### config.mk
export PLATFORM = sky130hd
export DESIGN_NAME = mqtt_control_packet_header_parser_core_flat
export DESIGN_NICKNAME = d
export VERILOG_FILES = /design/src/rtl/mqtt_hdr_pkg.sv /design/src/rtl/mqtt_hdr_if.sv /design/src/rtl/mqtt_hdr_parser.sv /design/src/rtl/mqtt_hdr_out_queue.sv /design/src/rtl/mqtt_hdr_control_packet_header_parser_core.sv /design/src/flat_wrapper.sv
export SDC_FILE = /design/constraint.sdc
export NUM_CORES = 1
export LEC_CHECK = 0
export ABC_AREA = 1
export BUFFER_PORTS_ARGS = -buffer_cell sky130_fd_sc_hd__clkbuf_2
export CORE_ASPECT_RATIO = 1.4
export CORE_MARGIN = 2
export CORE_UTILIZATION = 40
export DETAILED_ROUTE_END_ITERATION = 16
export GPL_TIMING_DRIVEN = 0
export PLACE_DENSITY = 0.6
export SLEW_MARGIN = 20
export SYNTH_ARGS = -nofsm -noshare
export SYNTH_HDL_FRONTEND = slang
export SYNTH_SLANG_ARGS = --single-unit
### constraint.sdc
create_clock -name clk -period 7.65 [get_ports clk]
set_input_delay 1.53 -clock clk [delete_from_list [all_inputs] [get_ports clk]]
set_output_delay 1.53 -clock clk [all_outputs]
set_load 0.01 [all_outputs]
### src/rtl/mqtt_hdr_pkg.sv
// Shared types, codes and the status helper function of the MQTT fixed header parser.
package mqtt_hdr_pkg;

    localparam int LEN_W = 28;
    localparam int HALF_W = 16;
    localparam int MAX_LEN_BYTES = 4;
    localparam int QUEUE_DEPTH = 2;

    localparam logic [3:0] TYPE_CONNECT = 4'd1;
    localparam logic [3:0] TYPE_PUBLISH = 4'd3;
    localparam logic [3:0] TYPE_PUBACK = 4'd4;
    localparam logic [3:0] TYPE_SUBSCRIBE = 4'd8;
    localparam logic [3:0] TYPE_PINGREQ = 4'd12;
    localparam logic [3:0] TYPE_DISCONNECT = 4'd14;

    localparam logic [3:0] FLAGS_CONNECT = 4'd0;
    localparam logic [3:0] FLAGS_SUBSCRIBE = 4'd2;

    typedef enum logic [2:0] {
        PH_IDLE = 3'b001,
        PH_LEN  = 3'b010,
        PH_BODY = 3'b100
    } phase_t;

    typedef enum logic [2:0] {
        ST_OK          = 3'd0,
        ST_MALFORMED   = 3'd1,
        ST_BAD_FLAGS   = 3'd2,
        ST_UNSUPPORTED = 3'd3,
        ST_TRUNCATED   = 3'd4
    } status_t;

    typedef struct packed {
        logic [3:0]        packet_type;
        logic [3:0]        header_flags;
        logic [LEN_W-1:0]  body_length;
        logic [HALF_W-1:0] topic_size;
        logic [HALF_W-1:0] msg_ident;
        status_t           status;
    } result_t;

    typedef struct packed {
        logic    emit;
        result_t res;
    } emit_t;

    function automatic status_t final_status(input logic [3:0] ptype, input logic [3:0] flags);
        status_t st;
        st = ST_UNSUPPORTED;
        case (ptype)
            TYPE_CONNECT:   st = (flags == FLAGS_CONNECT) ? ST_OK : ST_BAD_FLAGS;
            TYPE_SUBSCRIBE: st = (flags == FLAGS_SUBSCRIBE) ? ST_OK : ST_BAD_FLAGS;
            TYPE_PUBLISH, TYPE_PUBACK, TYPE_PINGREQ, TYPE_DISCONNECT: st = ST_OK;
            default:        st = ST_UNSUPPORTED;
        endcase
        return st;
    endfunction

endpackage

### src/rtl/mqtt_hdr_if.sv
// Handshake interfaces for the byte requests and the parsed header results.
interface mqtt_hdr_req_if;
    logic       valid;
    logic       ready;
    logic [7:0] data_byte;
    logic       packet_start;

    modport source (output valid, output data_byte, output packet_start, input ready);
    modport sink (input valid, input data_byte, input packet_start, output ready);
endinterface

interface mqtt_hdr_res_if;
    logic        valid;
    logic        ready;
    logic [3:0]  packet_type;
    logic [3:0]  header_flags;
    logic [27:0] body_length;
    logic [15:0] topic_size;
    logic [15:0] msg_ident;
    logic [2:0]  status;

    modport source (output valid, output packet_type, output header_flags,
                    output body_length, output topic_size, output msg_ident,
                    output status, input ready);
    modport sink (input valid, input packet_type, input header_flags,
                  input body_length, input topic_size, input msg_ident,
                  input status, output ready);
endinterface

### src/rtl/mqtt_hdr_parser.sv
// Per-byte header state machine: fixed header split, length decode and body field capture.
module mqtt_hdr_parser (
    input  logic                 clk,
    input  logic                 rst_n,
    input  logic                 accept,
    input  logic [7:0]           data_byte,
    input  logic                 packet_start,
    output mqtt_hdr_pkg::emit_t  emit_out
);

    mqtt_hdr_pkg::phase_t                   phase_reg, phase_next;
    logic [3:0]                             type_reg, type_next;
    logic [3:0]                             flags_reg, flags_next;
    logic [mqtt_hdr_pkg::LEN_W-1:0]         length_reg, length_next;
    logic [2:0]                             len_cnt_reg, len_cnt_next;
    logic [mqtt_hdr_pkg::LEN_W-1:0]         body_cnt_reg, body_cnt_next;
    logic [mqtt_hdr_pkg::HALF_W-1:0]        topic_reg, topic_next;
    logic [mqtt_hdr_pkg::HALF_W-1:0]        ident_reg, ident_next;

    logic [mqtt_hdr_pkg::LEN_W-1:0]         len_group;
    logic [mqtt_hdr_pkg::HALF_W:0]          topic_p2;
    logic [mqtt_hdr_pkg::HALF_W:0]          topic_p3;
    logic                                   is_publish;
    logic                                   is_ident_only;
    mqtt_hdr_pkg::status_t                  status_now;

    assign topic_p2 = {1'b0, topic_reg} + 17'd2;
    assign topic_p3 = {1'b0, topic_reg} + 17'd3;
    assign is_publish = (type_reg == mqtt_hdr_pkg::TYPE_PUBLISH);
    assign is_ident_only = (type_reg == mqtt_hdr_pkg::TYPE_PUBACK)
                        || (type_reg == mqtt_hdr_pkg::TYPE_SUBSCRIBE);
    assign status_now = mqtt_hdr_pkg::final_status(type_reg, flags_reg);

    always_comb
    begin
        case (len_cnt_reg[1:0])
            2'd0:    len_group = {21'd0, data_byte[6:0]};
            2'd1:    len_group = {14'd0, data_byte[6:0], 7'd0};
            2'd2:    len_group = {7'd0, data_byte[6:0], 14'd0};
            default: len_group = {data_byte[6:0], 21'd0};
        endcase
    end

    always_comb
    begin
        phase_next = phase_reg;
        type_next = type_reg;
        flags_next = flags_reg;
        length_next = length_reg;
        len_cnt_next = len_cnt_reg;
        body_cnt_next = body_cnt_reg;
        topic_next = topic_reg;
        ident_next = ident_reg;
        emit_out.emit = 1'b0;
        emit_out.res.packet_type = type_reg;
        emit_out.res.header_flags = flags_reg;
        emit_out.res.body_length = length_reg;
        emit_out.res.topic_size = '0;
        emit_out.res.msg_ident = '0;
        emit_out.res.status = mqtt_hdr_pkg::ST_TRUNCATED;

        if (accept)
        begin
            if (packet_start)
            begin
                // A new packet cuts short whatever packet is still open.
                emit_out.emit = (phase_reg != mqtt_hdr_pkg::PH_IDLE);
                emit_out.res.status = mqtt_hdr_pkg::ST_TRUNCATED;
                type_next = data_byte[7:4];
                flags_next = data_byte[3:0];
                length_next = '0;
                len_cnt_next = '0;
                body_cnt_next = '0;
                topic_next = '0;
                ident_next = '0;
                phase_next = mqtt_hdr_pkg::PH_LEN;
            end
            else
            begin
                case (phase_reg)
                    mqtt_hdr_pkg::PH_LEN:
                    begin
                        length_next = length_reg | len_group;
                        len_cnt_next = len_cnt_reg + 3'd1;
                        emit_out.res.body_length = length_next;
                        if (!data_byte[7])
                        begin
                            if (length_next == '0)
                            begin
                                emit_out.emit = 1'b1;
                                emit_out.res.status = status_now;
                                phase_next = mqtt_hdr_pkg::PH_IDLE;
                            end
                            else
                            begin
                                phase_next = mqtt_hdr_pkg::PH_BODY;
                            end
                        end
                        else if (len_cnt_next >= 3'(mqtt_hdr_pkg::MAX_LEN_BYTES))
                        begin
                            emit_out.emit = 1'b1;
                            emit_out.res.status = mqtt_hdr_pkg::ST_MALFORMED;
                            phase_next = mqtt_hdr_pkg::PH_IDLE;
                        end
                    end
                    mqtt_hdr_pkg::PH_BODY:
                    begin
                        if (is_publish)
                        begin
                            if (body_cnt_reg == 28'd0)
                                topic_next = {data_byte, topic_reg[7:0]};
                            else if (body_cnt_reg == 28'd1)
                                topic_next = {topic_reg[15:8], data_byte};
                            else if (body_cnt_reg == {11'd0, topic_p2})
                                ident_next = {data_byte, ident_reg[7:0]};
                            else if (body_cnt_reg == {11'd0, topic_p3})
                                ident_next = {ident_reg[15:8], data_byte};
                        end
                        else if (is_ident_only)
                        begin
                            if (body_cnt_reg == 28'd0)
                                ident_next = {data_byte, ident_reg[7:0]};
                            else if (body_cnt_reg == 28'd1)
                                ident_next = {ident_reg[15:8], data_byte};
                        end
                        body_cnt_next = body_cnt_reg + 28'd1;
                        if (body_cnt_next == length_reg)
                        begin
                            emit_out.emit = 1'b1;
                            emit_out.res.status = status_now;
                            if (status_now == mqtt_hdr_pkg::ST_OK)
                            begin
                                emit_out.res.topic_size = topic_next;
                                emit_out.res.msg_ident = ident_next;
                            end
                            phase_next = mqtt_hdr_pkg::PH_IDLE;
                        end
                    end
                    default:
                    begin
                        // Bytes outside a packet are dropped.
                        phase_next = phase_reg;
                    end
                endcase
            end
        end
    end

    always_ff @(posedge clk or negedge rst_n)
    begin
        if (!rst_n)
        begin
            phase_reg <= mqtt_hdr_pkg::PH_IDLE;
            type_reg <= '0;
            flags_reg <= '0;
            length_reg <= '0;
            len_cnt_reg <= '0;
            body_cnt_reg <= '0;
            topic_reg <= '0;
            ident_reg <= '0;
        end
        else
        begin
            phase_reg <= phase_next;
            type_reg <= type_next;
            flags_reg <= flags_next;
            length_reg <= length_next;
            len_cnt_reg <= len_cnt_next;
            body_cnt_reg <= body_cnt_next;
            topic_reg <= topic_next;
            ident_reg <= ident_next;
        end
    end

endmodule

### src/rtl/mqtt_hdr_out_queue.sv
// Two-entry result queue that decouples the parser from the result consumer.
module mqtt_hdr_out_queue (
    input  logic                   clk,
    input  logic                   rst_n,
    input  mqtt_hdr_pkg::emit_t    push,
    output logic                   can_push,
    output logic                   out_valid,
    input  logic                   out_ready,
    output mqtt_hdr_pkg::result_t  out_res
);

    mqtt_hdr_pkg::result_t slot_reg [mqtt_hdr_pkg::QUEUE_DEPTH];
    logic       wr_ptr_reg, wr_ptr_next;
    logic       rd_ptr_reg, rd_ptr_next;
    logic [1:0] count_reg, count_next;
    logic       do_push;
    logic       do_pop;

    assign can_push = (count_reg != 2'(mqtt_hdr_pkg::QUEUE_DEPTH));
    assign out_valid = (count_reg != 2'd0);
    assign out_res = slot_reg[rd_ptr_reg];
    assign do_push = push.emit && can_push;
    assign do_pop = out_valid && out_ready;

    always_comb
    begin
        wr_ptr_next = wr_ptr_reg ^ do_push;
        rd_ptr_next = rd_ptr_reg ^ do_pop;
        count_next = count_reg + {1'b0, do_push} - {1'b0, do_pop};
    end

    always_ff @(posedge clk)
    begin
        if (do_push)
            slot_reg[wr_ptr_reg] <= push.res;
    end

    always_ff @(posedge clk or negedge rst_n)
    begin
        if (!rst_n)
        begin
            wr_ptr_reg <= 1'b0;
            rd_ptr_reg <= 1'b0;
            count_reg <= 2'd0;
        end
        else
        begin
            wr_ptr_reg <= wr_ptr_next;
            rd_ptr_reg <= rd_ptr_next;
            count_reg <= count_next;
        end
    end

endmodule

### src/rtl/mqtt_hdr_control_packet_header_parser_core.sv
// Top level of the MQTT control packet fixed header parser.
// Each request carries one byte of the packet stream and one byte is taken in every
// clock cycle. The byte that completes a packet (or ends it as malformed, or a start
// byte that cuts an open packet short) produces one result, which is registered into
// a two-entry result queue and presented once earlier results are taken; requests
// stall only while both queue entries hold results that have not been taken.
module mqtt_control_packet_header_parser_core (
    input  logic           clk,
    input  logic           rst_n,
    mqtt_hdr_req_if.sink   in_chan,
    mqtt_hdr_res_if.source out_chan
);

    mqtt_hdr_pkg::emit_t   emit;
    mqtt_hdr_pkg::result_t head;
    logic                  can_push;
    logic                  accept;

    assign in_chan.ready = can_push;
    assign accept = in_chan.valid && can_push;

    mqtt_hdr_parser u_parser (
        .clk          (clk),
        .rst_n        (rst_n),
        .accept       (accept),
        .data_byte    (in_chan.data_byte),
        .packet_start (in_chan.packet_start),
        .emit_out     (emit)
    );

    mqtt_hdr_out_queue u_queue (
        .clk       (clk),
        .rst_n     (rst_n),
        .push      (emit),
        .can_push  (can_push),
        .out_valid (out_chan.valid),
        .out_ready (out_chan.ready),
        .out_res   (head)
    );

    assign out_chan.packet_type = head.packet_type;
    assign out_chan.header_flags = head.header_flags;
    assign out_chan.body_length = head.body_length;
    assign out_chan.topic_size = head.topic_size;
    assign out_chan.msg_ident = head.msg_ident;
    assign out_chan.status = head.status;

endmodule
### src/flat_wrapper.sv
// flat-port wrapper written by rule: the top's interface ports become plain ports
module mqtt_control_packet_header_parser_core_flat 
  (clk, rst_n, in_chan_valid, in_chan_data_byte, in_chan_packet_start, in_chan_ready, out_chan_valid, out_chan_packet_type, out_chan_header_flags, out_chan_body_length, out_chan_topic_size, out_chan_msg_ident, out_chan_status, out_chan_ready);
  mqtt_hdr_req_if in_chan_i ();
  mqtt_hdr_res_if out_chan_i ();
  input  logic clk;
  input  logic rst_n;
  input wire logic [$bits(in_chan_i.valid)-1:0] in_chan_valid;
  input wire logic [$bits(in_chan_i.data_byte)-1:0] in_chan_data_byte;
  input wire logic [$bits(in_chan_i.packet_start)-1:0] in_chan_packet_start;
  output wire logic [$bits(in_chan_i.ready)-1:0] in_chan_ready;
  output wire logic [$bits(out_chan_i.valid)-1:0] out_chan_valid;
  output wire logic [$bits(out_chan_i.packet_type)-1:0] out_chan_packet_type;
  output wire logic [$bits(out_chan_i.header_flags)-1:0] out_chan_header_flags;
  output wire logic [$bits(out_chan_i.body_length)-1:0] out_chan_body_length;
  output wire logic [$bits(out_chan_i.topic_size)-1:0] out_chan_topic_size;
  output wire logic [$bits(out_chan_i.msg_ident)-1:0] out_chan_msg_ident;
  output wire logic [$bits(out_chan_i.status)-1:0] out_chan_status;
  input wire logic [$bits(out_chan_i.ready)-1:0] out_chan_ready;
  assign in_chan_i.valid = in_chan_valid;
  assign in_chan_i.data_byte = in_chan_data_byte;
  assign in_chan_i.packet_start = in_chan_packet_start;
  assign in_chan_ready = in_chan_i.ready;
  assign out_chan_valid = out_chan_i.valid;
  assign out_chan_packet_type = out_chan_i.packet_type;
  assign out_chan_header_flags = out_chan_i.header_flags;
  assign out_chan_body_length = out_chan_i.body_length;
  assign out_chan_topic_size = out_chan_i.topic_size;
  assign out_chan_msg_ident = out_chan_i.msg_ident;
  assign out_chan_status = out_chan_i.status;
  assign out_chan_i.ready = out_chan_ready;
  mqtt_control_packet_header_parser_core u_core (.clk(clk), .rst_n(rst_n), .in_chan(in_chan_i), .out_chan(out_chan_i));
endmodule
==> Yosys cells after proc, flatten, opt, wreduce, memory -nomap -nowiden <==
Memories as Yosys holds them, arrays and structs flattened.
Cells that the tools add are included.
{ "word_totals": {"register_bits": 106, "latchBits": 0, "ramBits": 142, "rom_bits": 0, "input_bits": 13, "output_inout_bits": 73, "mem_count": 1} }
{ "memory_table": {"columns": ["memory", "words", "width", "read_ports", "rd_ports_with_merged_regs", "write_ports", "line", "text"], "rows": [
  ["u_core.u_queue.slot_reg", 2, 71, 1, 0, 1, "mqtt_hdr_out_queue.sv:12", "mqtt_hdr_pkg::result_t slot_reg [mqtt_hdr_pkg::QUEUE_DEPTH];"]
]} }
{ "classes": {"add_sub_neg": 6, "mul": 0, "n_div": 0, "n_lt_le_gt_ge": 1, "eq_ne": 19, "n_shift": 0, "n_mux": 50, "n_bitwise": 3, "n_reduce_logical": 18} }
{ "op_table": {"columns": ["operator", "count"], "rows": [
  ["$mux 16", 12],
  ["$mux 28", 4],
  ["$pmux 28 s3", 1],
  ["$mux 32", 2],
  ["$mux 63", 1],
  ["$mux 60", 1],
  ["$eq 28x17->1", 2],
  ["$logic_not 28->1", 2],
  ["$mux 35", 1],
  ["$add 16x2->17 const B", 2],
  ["$mux 3", 11],
  ["$add 28x1->28 const B", 1],
  ["$eq 28x1->1 const B", 1],
  ["$eq 28x28->1", 1],
  ["$or 28x28->28", 1],
  ["$mux 8", 3],
  ["$eq 4x4->1 const B", 3],
  ["$pmux 3 s2", 2],
  ["$eq 4x2->1 const B", 2],
  ["$mux 1", 8],
  ["$pmux 2 s3", 1],
  ["$reduce_and 2->1", 3],
  ["$reduce_bool 2->1", 3],
  ["$eq 4x1->1 const B", 1],
  ["24 further kinds", 28]
]} }

==> Depth between registers and ports, before layout <==
Gate-level depths: netlist of the first run.
{ "logic_depth": {"word_depth": 12, "depth_mapped": 20, "depth_no_buf": 20} }

==> By module <==
From an unflattened synthesis of the first run, not the netlist that was laid out.
{ "unflattened": {"cells_unflattened": 1694, "hier_area_um2": 13588.0} }
{ "modules_own_cells": {"columns": ["mod", "instances", "cells_each", "area_per_inst_um2", "seq_area_each_um2"], "rows": [
  ["mqtt_hdr_parser", 1, 1290, 8151.6, 2553.7],
  ["mqtt_hdr_out_queue", 1, 402, 5429.0, 4364.2],
  ["mqtt_control_packet_header_parser_core", 1, 2, 7.5, 0.0]
]} }

==> Worst setup path after synthesis of the first run <==
OpenSTA, ideal clock, no wires.
{ "synth_path": {"path_type": "input port to flip-flop", "from": "in in_chan_data_byte[1]", "to": "mem u_core.u_queue.slot_reg[1][0] (netlist bit), enable pin", "setup_ns": 0.437, "arrival_ns": 4.505, "required_ns": 7.213, "setup_slack_ns": 2.708, "cell_stages": 12, "path_buffers": 1, "cell_sequence": "clkbuf_1 > inv_1 > nor3_1 > inv_1 > nand4_1 > nor3_1 > a31oi_1 > or2_2 > nand3_1 > nand2_1 > inv_1 > ha_1"} }
{ "synth_between": {"elab_chain_cells": 11} }
{ "synth_lines": {"columns": ["element", "line", "text"], "rows": [
  ["start, declared", "flat_wrapper.sv:9", "input wire logic [$bits(in_chan_i.data_byte)-1:0] in_chan_data_byte;"],
  ["$pmux 28 s3", "mqtt_hdr_parser.sv:36", "case (len_cnt_reg[1:0])"],
  ["$or 28x28->28", "mqtt_hdr_parser.sv:83", "length_next = length_reg | len_group;"],
  ["$logic_not 28->1", "mqtt_hdr_parser.sv:88", "if (length_next == '0)"],
  ["$mux 1", "mqtt_hdr_parser.sv:88", null],
  ["$mux 1", "mqtt_hdr_parser.sv:86", "if (!data_byte[7])"],
  ["$pmux 1 s2", "mqtt_hdr_parser.sv:80", "case (phase_reg)"],
  ["$mux 1", "mqtt_hdr_parser.sv:64", "if (packet_start)"],
  ["$mux 1", "mqtt_hdr_parser.sv:62", "if (accept)"],
  ["$logic_and 1x1->1", "mqtt_hdr_out_queue.sv:22", "assign do_push = push.emit && can_push;"],
  ["$mux 1", "mqtt_hdr_out_queue.sv:34", "if (do_push)"],
  ["$mux 1 (not written as such)", "mqtt_hdr_out_queue.sv:35", "slot_reg[wr_ptr_reg] <= push.res;"],
  ["end, declared", "mqtt_hdr_out_queue.sv:12", null]
]} }
Every way passes these cells.

==> Final worst setup path of the first run <==
{ "layout_path": {"from": "in in_chan_data_byte[1]", "to": "mem u_core.u_queue.slot_reg[1][34] (netlist bit), enable pin"} }
The elaborated chain is that of the path after synthesis.

==> results.json, run 1 <==
{
  "post-route-period-util": 0.5546,
  "p_per_area_nw_per_um2": 296.3,
  "antennaDiodeCount": 0,
  "yosysWarnings": 0,
  "port_buffers": 84,
  "routed_wl_um": 39930,
  "cp_num_buf_inv": 5,
  "drtAntennaViolNets": 0,
  "critical_path_arrival_ns": 4.47,
  "die_w_um": 159.5,
  "grt_usage": 0.2241,
  "min_path_type": "reg -> reg",
  "slew_viol_final": 0,
  "cts_tree": "yes",
  "cts.clk_slew.worst_paths_ns": 0.06,
  "cp_top_family": "buffers and inverters",
  "antenna_found_initial": 0,
  "hold_violations": 0,
  "cts_setup_buffers": 0,
  "die_area_sq_um": 35350,
  "cts_root_buf": "clkbuf_16",
  "cts_resized": 0,
  "hpwl_um": 30230,
  "whs_ns": 0.4765,
  "avgRoutedWirePerCell_um": 17.82,
  "route.vias.total": 11560,
  "gp_congestion": 0.9087,
  "cp_slowest_cell": "ha_4",
  "num_io_pins": 86,
  "num_rows": 79,
  "cp_max_fo": 44,
  "grt_pass1_wl_um": 62200,
  "clk_latency_ns": 0.55,
  "grt_pass1_vias": 11200,
  "tightest_slew_ns": 0.9175,
  "grt-ovfl-total": 0,
  "netlist_instances": 1665,
  "rsz0062_at_grt": "false",
  "critPathCaptureType": "register",
  "yosysUniqueCellTypes": 48,
  "postSynthAreaPerCell_sq_um": 8.131,
  "drt_iter0_drc": 787,
  "largest_reg_flops": 142,
  "cap_violations": 0,
  "cts_max_path_buffers": 3,
  "fp.dieH_um": 221.7,
  "start_util": 0.4064,
  "synthesis.area_sq_um": 13540,
  "finalSetupViolations": 0,
  "design.core.area_sq_um": 33310,
  "crit_required_ns": 7.87,
  "critPathMaxStageDelay_ns": 0.44,
  "drive_gt1_frac": 0.1130,
  "max_freq_ghz": 0.2357,
  "hold_buffers": 0,
  "fin_setup_tns_ns": 0,
  "skew_ns": 0.01301,
  "cp_cell_sequence": "clkbuf_1, inv_1, nor3_1, inv_1, nand4_1, nor3_1, a31oi_1, or2_2, nand3_1, nand2_1, inv_1, ha_4, buf_16",
  "synth_nets": 1694,
  "timing.slew.headroom": 0.3883,
  "drt-pass1-iter-count": 5,
  "outcome": "finished, final reports clean",
  "routed_via_density": 5.159,
  "p_leak_nw": 6.796,
  "cts-htree-levels": 1,
  "drc": 0,
  "crit_top_cell": "inv_1",
  "peakVddDrop_mv": 0.1380,
  "grt_max_degree": 68,
  "area_growth_pct": 13.96,
  "cts.sinks": 248,
  "numCtsBuffers": 24,
  "fillers": 3295,
  "crit_type": "in -> reg",
  "critPathLaunchType": "input pin",
  "ys_ff_latch": 248,
  "ys_seq_area_frac": 0.5110,
  "final_nets": 1807,
  "min_period_ns": 4.243
}
## synthesized netlist by cell type (all sizes together)
cell / number / area, sq um
buf: 11 / 85.08
or2: 5 / 31.28
nand3b: 1 / 7.510
a31oi: 2 / 12.51
a21o: 2 / 15.01
o311ai: 2 / 17.52
clkbuf: 45 / 171.4
nand4: 40 / 271.5
o21bai: 1 / 7.510
nor2: 162 / 708.2
xor2: 33 / 296.5
o21ai: 70 / 354.1
nor4: 6 / 37.54
ha: 16 / 200.2
dfrtp: 105 / 2628
xnor2: 16 / 140.1
and2: 1 / 6.260
a21oi: 46 / 245.2
inv: 147 / 551.8
o22ai: 35 / 219.0
dfstp: 1 / 26.28
nor3: 29 / 166.4
edfxtp: 142 / 4264
clkinv: 9 / 36.29
nand2: 619 / 2384
nand3: 112 / 603.1
o31ai: 7 / 52.55
## power breakdown
part	leakage, nW	total [W]	internal, W	switching (W)
logic	3.64	0.00157	0.000458	0.00111
registers	2.77	0.00178	0.00166	0.000113
clock network	0.381	0.00123	0.000686	0.000540
## worst register-to-register path, stage by stage (launching register included)
cell	delay, ns
dfrtp_1	0.56
inv_2	0.16
nor2_4	0.25
nand2_4	0.10
nor2_4	0.18
nand4_1	0.18
xor2_1	0.51
xor2_1	0.35
nand3_2	0.16
nand3_1	0.11
nand2_1	0.10
inv_1	0.16
ha_4	0.44
buf_16	0.29
## stage by stage
stage | util | worst slack [ns] | cells | cell area [sq um] | power (W)
after global routing | 0.4632 | 3.200 | 2241 | 15430 | 0.004848
after detailed placement | 0.4392 | 2.815 | 2197 | 14630 | 0.003386
after global placement | 0.4358 | 0.8580 | 2194 | 14520 | 0.003356
final | 0.4632 | 3.407 | 2241 | 15430 | 0.004571
after floorplan | - | 2.708 | 1665 | 13540 | 0.002752
after CTS | 0.4632 | 3.281 | 2241 | 15430 | 0.004621
## cells by family (layout without fill, tap and decap cells)
family,count (synthesis),count (layout),synth area share
DFF,248,248,0.5110
and+or+nand+nor,975,975,0.3114
AOI/OAI and AO/OA,165,165,0.06821
adders and majority gates,16,16,0.01479
xor gates and xnor gates,49,49,0.03226
buffers and inverters,212,343,0.06238
## layer usage
metal,wire length [um],global-route usage
met1,16610,0.2792
met2,20340,0.4025
met3,1561,0.02020
met4,1417,0.08328
met5,0,0
## worst paths after layout
kind                            slack [ns]  cells past startpoint                             end                            start
worst max register to register        3.73                     13  u_core.u_queue.slot_reg[1][34]  u_core.u_parser.body_cnt_reg[0]
worst min register to register        0.48                      2    u_core.u_parser.phase_reg[1]     u_core.u_parser.phase_reg[1]
min in group asynchronous             0.91                      1  u_core.u_parser.length_reg[18]                            rst_n
worst max-delay path                  3.41                     13  u_core.u_queue.slot_reg[1][34]             in_chan_data_byte[1]
max in group asynchronous             6.02                      2    u_core.u_parser.phase_reg[0]                            rst_n
worst min-delay path                  0.48                      2    u_core.u_parser.phase_reg[1]     u_core.u_parser.phase_reg[1]
## cells in the final DEF (no fill, tap or decap), drive strengths merged, types with 3 or more instances in the layout
cell,instances
nand4,40
o21ai,70
a21oi,46
ha,16
o22ai,35
nor3,29
xor2,33
nand2,619
buf,14
clkinv,18
nor4,6
clkbuf,157
nor2,162
o31ai,7
or2,5
xnor2,16
bufinv,3
nand3,112
inv,149
dfrtp,105
edfxtp,142
## final cells by class
cell class                 count  area [sq um]  area share
clock buffer                  28         615.6     0.03990
timing repair buffer          87         511.7     0.03317
multi-input combinational   1205          5801      0.3760
buffer                        56         256.5     0.01662
tap                          445         556.8     0.03609
clock inverter                16         181.4     0.01176
inverter                     156         588.1     0.03812
sequential                   248          6918      0.4484
(Power assumes the default switching activity.)
==> run 2: changes to the inputs <==
Clock period 7.65 ns to 3.95 ns, I/O delays scaled along.
==> run 2 against run 1 <==
Final cell count about the same. Count of clock-buffer cells in the layout unchanged. Sequential share of layout area decreased by 0.087 points. First-iteration DRC count increased by 18%. Die area unchanged.
==> results.json, run 2 (same netlist as run 1, synthesis figures left out) <==
{
  "gp_congestion": 0.9087,
  "timing.slew.headroom": 0.3871,
  "outcome": "finished, final reports clean",
  "grt_pass1_vias": 11200,
  "rr_endpoint": "u_core.u_queue.slot_reg[0][30]",
  "min_period_ns": 3.770,
  "routed_wl_um": 40120,
  "cts.sinks": 248,
  "numCtsBuffers": 24,
  "critical_path_arrival_ns": 4.00,
  "cts_tree": "yes",
  "die_area_sq_um": 35350,
  "cp_max_fo": 47,
  "num_io_pins": 86,
  "area_growth_pct": 14.19,
  "total_power_w": 0.008877,
  "max_freq_ghz": 0.2652,
  "drc": 0,
  "cts.clk_slew.worst_paths_ns": 0.06,
  "fin_setup_tns_ns": 0,
  "die_w_um": 159.5,
  "grt-ovfl-total": 0,
  "cp_slowest_cell": "dfrtp_1",
  "hold_violations": 0,
  "p_leak_nw": 6.810,
  "fp.dieH_um": 221.7,
  "cts-htree-levels": 1,
  "grt_pass1_wl_um": 62210,
  "hpwl_um": 30230,
  "crit_required_ns": 4.18,
  "routed_via_density": 5.164,
  "avgRoutedWirePerCell_um": 17.89,
  "dp_cells": 2197,
  "antenna_found_initial": 0,
  "cp_cell_sequence": "ha_1, nand3_2, nor2_2, nand2_1, clkinv_1, nand3_1, nand2_1, xor2_1, nand3_2, nor2_4, nand3_2, nand3_1, nand2_1, inv_1, ha_4, buf_16",
  "min_path_type": "in -> async",
  "final_util": 0.4641,
  "start_util": 0.4064,
  "p_per_area_nw_per_um2": 574.2,
  "layout_common_cells": "nand2_1, inv_1, edfxtp_1, nor2_1",
  "startpoint": "u_core.u_parser.body_cnt_reg[0]",
  "critPathLaunchType": "register",
  "cts_max_path_buffers": 3,
  "reg2reg_from": "u_core.u_parser.body_cnt_reg[0]",
  "layout_commonest_cell": "nand2_1",
  "worst-r2r-cell-count": 16,
  "grt_max_degree": 68,
  "cap_violations": 0,
  "cts_root_buf": "clkbuf_16",
  "finalSetupViolations": 0,
  "largest_reg_flops": 142,
  "worstSetupEndpoint": "u_core.u_queue.slot_reg[0][30]",
  "drive_gt1_frac": 0.1146,
  "tightest_slew_ns": 0.9194,
  "drt-pass1-iter-count": 5,
  "crit_type": "reg -> reg",
  "critPathMaxStageDelay_ns": 0.55,
  "grt_usage": 0.2241,
  "r2r_slack_ns": 0.18,
  "drtAntennaViolNets": 0,
  "design.core.area_sq_um": 33310,
  "peakVddDrop_mv": 0.2651,
  "slew_viol_final": 0,
  "drt_iter0_drc": 926,
  "route.vias.total": 11580,
  "port_buffers": 84,
  "num_rows": 79,
  "post-route-period-util": 0.9545,
  "fillers": 3289,
  "whs_ns": 0.1657,
  "fin_cells": 2243,
  "antennaDiodeCount": 0,
  "skew_ns": 0.01336,
  "clk_latency_ns": 0.55,
  "final_nets": 1809,
  "critPathCaptureType": "register"
}
-- run 2: cell count changes in the layout (fill, tap and decap cells not counted) --
cell    previous run  this run
xor2_2             1         2
xor2_1            32        31
buf_6              4         6
-- run 2: critical path: cells and delay by family (launching register included) --
| kind | cells | cell delay (ns) |
|---|---|---|
| simple gates | 10 | 1.45 |
| fa+ha+maj | 2 | 0.61 |
| flops | 1 | 0.55 |
| buf+inv | 3 | 0.55 |
| xor+xnor | 1 | 0.19 |
-- run 2: layout make-up --
class / instances / area, sq um / area share
Sequential cell: 248 / 6918 / 0.4475
Multi-Input combinational cell: 1205 / 5808 / 0.3757
Clock buffer: 28 / 615.6 / 0.03982
Inverter: 156 / 588.1 / 0.03804
Tap cell: 445 / 556.8 / 0.03602
Timing Repair Buffer: 89 / 534.3 / 0.03456
Buffer: 56 / 256.5 / 0.01659
Clock inverter: 16 / 181.4 / 0.01174
-- run 2: metal layers --
metal | track usage | up-vias | routed length (um)
li1 | - | 5695 | -
met4 | 0.08328 | 0 | 1378
met3 | 0.02020 | 72 | 1546
met5 | 0 | - | 0
met1 | 0.2792 | 5539 | 16720
met2 | 0.4025 | 276 | 20480
-- run 2: power breakdown --
group	switching, W	internal, W	total (W)
combinational	0.00216	0.000897	0.00306
sequential	0.000218	0.00322	0.00344
clock	0.00105	0.00133	0.00238
-- run 2: how the worst min path moves through the flow --
stage | start | cells after the start | slack (ns) | end
floorplan | u_core.u_parser.phase_reg[1] | 2 | 0.44 | u_core.u_parser.phase_reg[1]
global placement | u_core.u_parser.phase_reg[1] | 2 | 0.46 | u_core.u_parser.phase_reg[1]
detailed placement | u_core.u_parser.phase_reg[1] | 2 | 0.47 | u_core.u_parser.phase_reg[1]
CTS | rst_n | 1 | 0.17 | u_core.u_parser.length_reg[18]
global route | rst_n | 1 | 0.19 | u_core.u_parser.length_reg[16]
finish | rst_n | 1 | 0.17 | u_core.u_parser.length_reg[18]
-- run 2: through the flow --
stage | area, sq um | setup WS, ns
2_1_floorplan | 13540 | -0.2517
3_3_place_gp | 14520 | -2.102
3_5_place_dp | 14630 | -0.1452
4_1_cts | 15440 | 0.09957
5_1_grt | 15460 | -0.01374
6_report | 15460 | 0.1798
-- run 2: repair_timing --
item,4_1_cts,5_1_grt
endpoints found under the setup margin,22,91
pin swaps,0,2
gates resized for setup,1,0
hold buffers,0,0
setup buffers,0,2
==> run 3: changes to the inputs <==
Clock period 3.95 ns to 3.85 ns, I/O delays scaled along.
==> run 3 against run 2 <==
Critical path depth is the same. Clock power grew 3%. Die area is the same. Via count rose by 0.40%. Power grew 2.7%. Global-route usage barely moved. Combinational power grew 3%. First-iteration DRC count fell by 7.3%. Maximum frequency is 2.3% higher. Worst hold slack worse by 0.019 ns. Clock skew grew 0.0037 ns. Utilization hardly changed. Largest cell class unchanged. Largest power group unchanged. Highest routed layer unchanged.
==> results.json, run 3 (same netlist as run 1, synthesis figures left out) <==
{
  "outcome": "finished, final reports clean",
  "drive_gt1_frac": 0.1157,
  "worst-r2r-cell-count": 16,
  "swShare": 0.3865,
  "reg2reg_from": "u_core.u_parser.body_cnt_reg[1]",
  "dpl_cell_area_sq_um": 14630,
  "min_path_type": "in -> async",
  "slew_viol_final": 0,
  "routed_via_density": 5.184,
  "peakVddDrop_mv": 0.2721,
  "grt_usage": 0.2246,
  "timing.slew.headroom": 0.3901,
  "die_w_um": 159.5,
  "drc": 0,
  "crit_type": "reg -> reg",
  "cp_max_fo": 47,
  "cts.sinks": 248,
  "num_rows": 79,
  "final_area_sq_um": 15460,
  "switchingPower_w": 0.003522,
  "drt_iter0_drc": 858,
  "grt_pass1_vias": 11210,
  "p_int_w": 0.005592,
  "r2r_slack_ns": 0.17,
  "largest_reg_flops": 142,
  "pre_cts_ws_ns": -0.2252,
  "sequentialPowerShare": 0.387,
  "fin_setup_tns_ns": 0,
  "route.vias.total": 11630,
  "clk_latency_ns": 0.55,
  "hold_violations": 0,
  "finalSetupViolations": 0,
  "grt_pass1_wl_um": 62300,
  "rr_endpoint": "u_core.u_queue.slot_reg[0][30]",
  "antennaDiodeCount": 0,
  "min_period_ns": 3.684,
  "final_nets": 1809,
  "drt-pass1-iter-count": 6,
  "antenna_found_initial": 0,
  "area_growth_pct": 14.23,
  "cap_violations": 0,
  "cts_tree": "yes",
  "tightest_slew_ns": 0.9149,
  "p_leak_nw": 6.810,
  "port_buffers": 84,
  "fp.dieH_um": 221.7,
  "avgRoutedWirePerCell_um": 17.91,
  "numCtsBuffers": 24,
  "grt-ovfl-total": 0,
  "post-route-period-util": 0.9570,
  "whs_ns": 0.1468,
  "p_clk_frac": 0.268,
  "critPathCaptureType": "register",
  "critPathLaunchType": "register",
  "critical_path_arrival_ns": 3.91,
  "num_io_pins": 86,
  "gp_congestion": 0.9087,
  "crit_required_ns": 4.07,
  "routed_wl_um": 40170,
  "layout_common_cells": "nand2_1, inv_1, edfxtp_1, nor2_1, nand3_1",
  "max_freq_ghz": 0.2714,
  "cts.clk_slew.worst_paths_ns": 0.06,
  "hold_buffers": 0,
  "hpwl_um": 30230,
  "cts_root_buf": "clkbuf_16",
  "cts-htree-levels": 1,
  "skew_ns": 0.01704,
  "cts_max_path_buffers": 3,
  "p_per_area_nw_per_um2": 589.4,
  "p_comb_frac": 0.345,
  "design.core.area_sq_um": 33310,
  "start_util": 0.4064,
  "layout_commonest_cell": "nand2_1",
  "drtAntennaViolNets": 0,
  "fillers": 3287,
  "fin_ws_ns": 0.1656,
  "grt_max_degree": 68,
  "die_area_sq_um": 35350
}
## run 3: cell counts in the layout (fill, tap and decap cells not counted)
Identical to the previous run, type by type.
## run 3: layout make-up
type / count / area (sq um) / share of cell area
sequential: 248 / 6919 / 0.4474
multi-input combinational: 1205 / 5813 / 0.3759
clock buffer: 28 / 615.6 / 0.03981
inverter: 156 / 588.1 / 0.03803
tap: 445 / 556.8 / 0.03600
timing repair buffer: 89 / 534.3 / 0.03455
buffer: 56 / 256.5 / 0.01659
clock inverter: 16 / 181.4 / 0.01173
## run 3: how the worst max path moves through the flow
stage / end / depth (start not counted) / from / slack [ns]
floorplan: u_core.u_queue.slot_reg[1][0] / 14 / u_core.u_parser.len_cnt_reg[0] / -0.35
global placement: u_core.u_queue.slot_reg[1][31] / 12 / in_chan_data_byte[1] / -2.18
detailed placement: u_core.u_queue.slot_reg[1][34] / 13 / in_chan_data_byte[1] / -0.23
CTS: u_core.u_queue.slot_reg[0][31] / 16 / u_core.u_parser.body_cnt_reg[0] / 0.006
global route: u_core.u_queue.slot_reg[0][20] / 15 / u_core.u_parser.len_cnt_reg[0] / -0.009
finish: u_core.u_queue.slot_reg[0][30] / 16 / u_core.u_parser.body_cnt_reg[1] / 0.17
## run 3: timing repair
| item | CTS | global route |
|---|---|---|
| pin swaps | 0 | 1 |
| buffers inserted | 1 | 1 |
| endpoints found under the setup margin | 91 | 91 |
| resized for setup | 1 | 2 |
## run 3: power groups by stage
stage	registers [W]	logic (W)	clock network (W)
detailed placement	0.00358	0.00315	0
floorplan	0.00352	0.00195	0
finish	0.00353	0.00314	0.00244
global route	0.00357	0.00351	0.00258
global placement	0.00360	0.00307	0
CTS	0.00353	0.00317	0.00249
## run 3: per-layer routing
metal	GRT usage	vias up	wire, um
li1	-	5710	-
met1	0.2804	5548	16520
met2	0.4027	295	20480
met3	0.02020	75	1748
met4	0.08328	0	1411
met5	0	-	0
## run 3: critical path, cell delays in order, from the launching register on
cell	delay, ns
dfrtp_1	0.50
ha_1	0.27
nand3_2	0.13
nor2_2	0.27
nand2_1	0.15
clkinv_1	0.08
nand3_1	0.07
nand2_1	0.18
xor2_1	0.19
nand3_2	0.11
nor2_4	0.20
nand3_2	0.13
nand3_1	0.11
nand2_1	0.10
inv_1	0.18
ha_4	0.34
buf_16	0.28
## run 3: stage by stage
step | power, W | utilization | cells
5_1_grt | 0.009658 | 0.4643 | 2243
6_report | 0.009114 | 0.4643 | 2243
2_1_floorplan | 0.005469 | - | 1665
3_3_place_gp | 0.006669 | 0.4358 | 2194
3_5_place_dp | 0.006729 | 0.4392 | 2197
4_1_cts | 0.009188 | 0.4637 | 2242
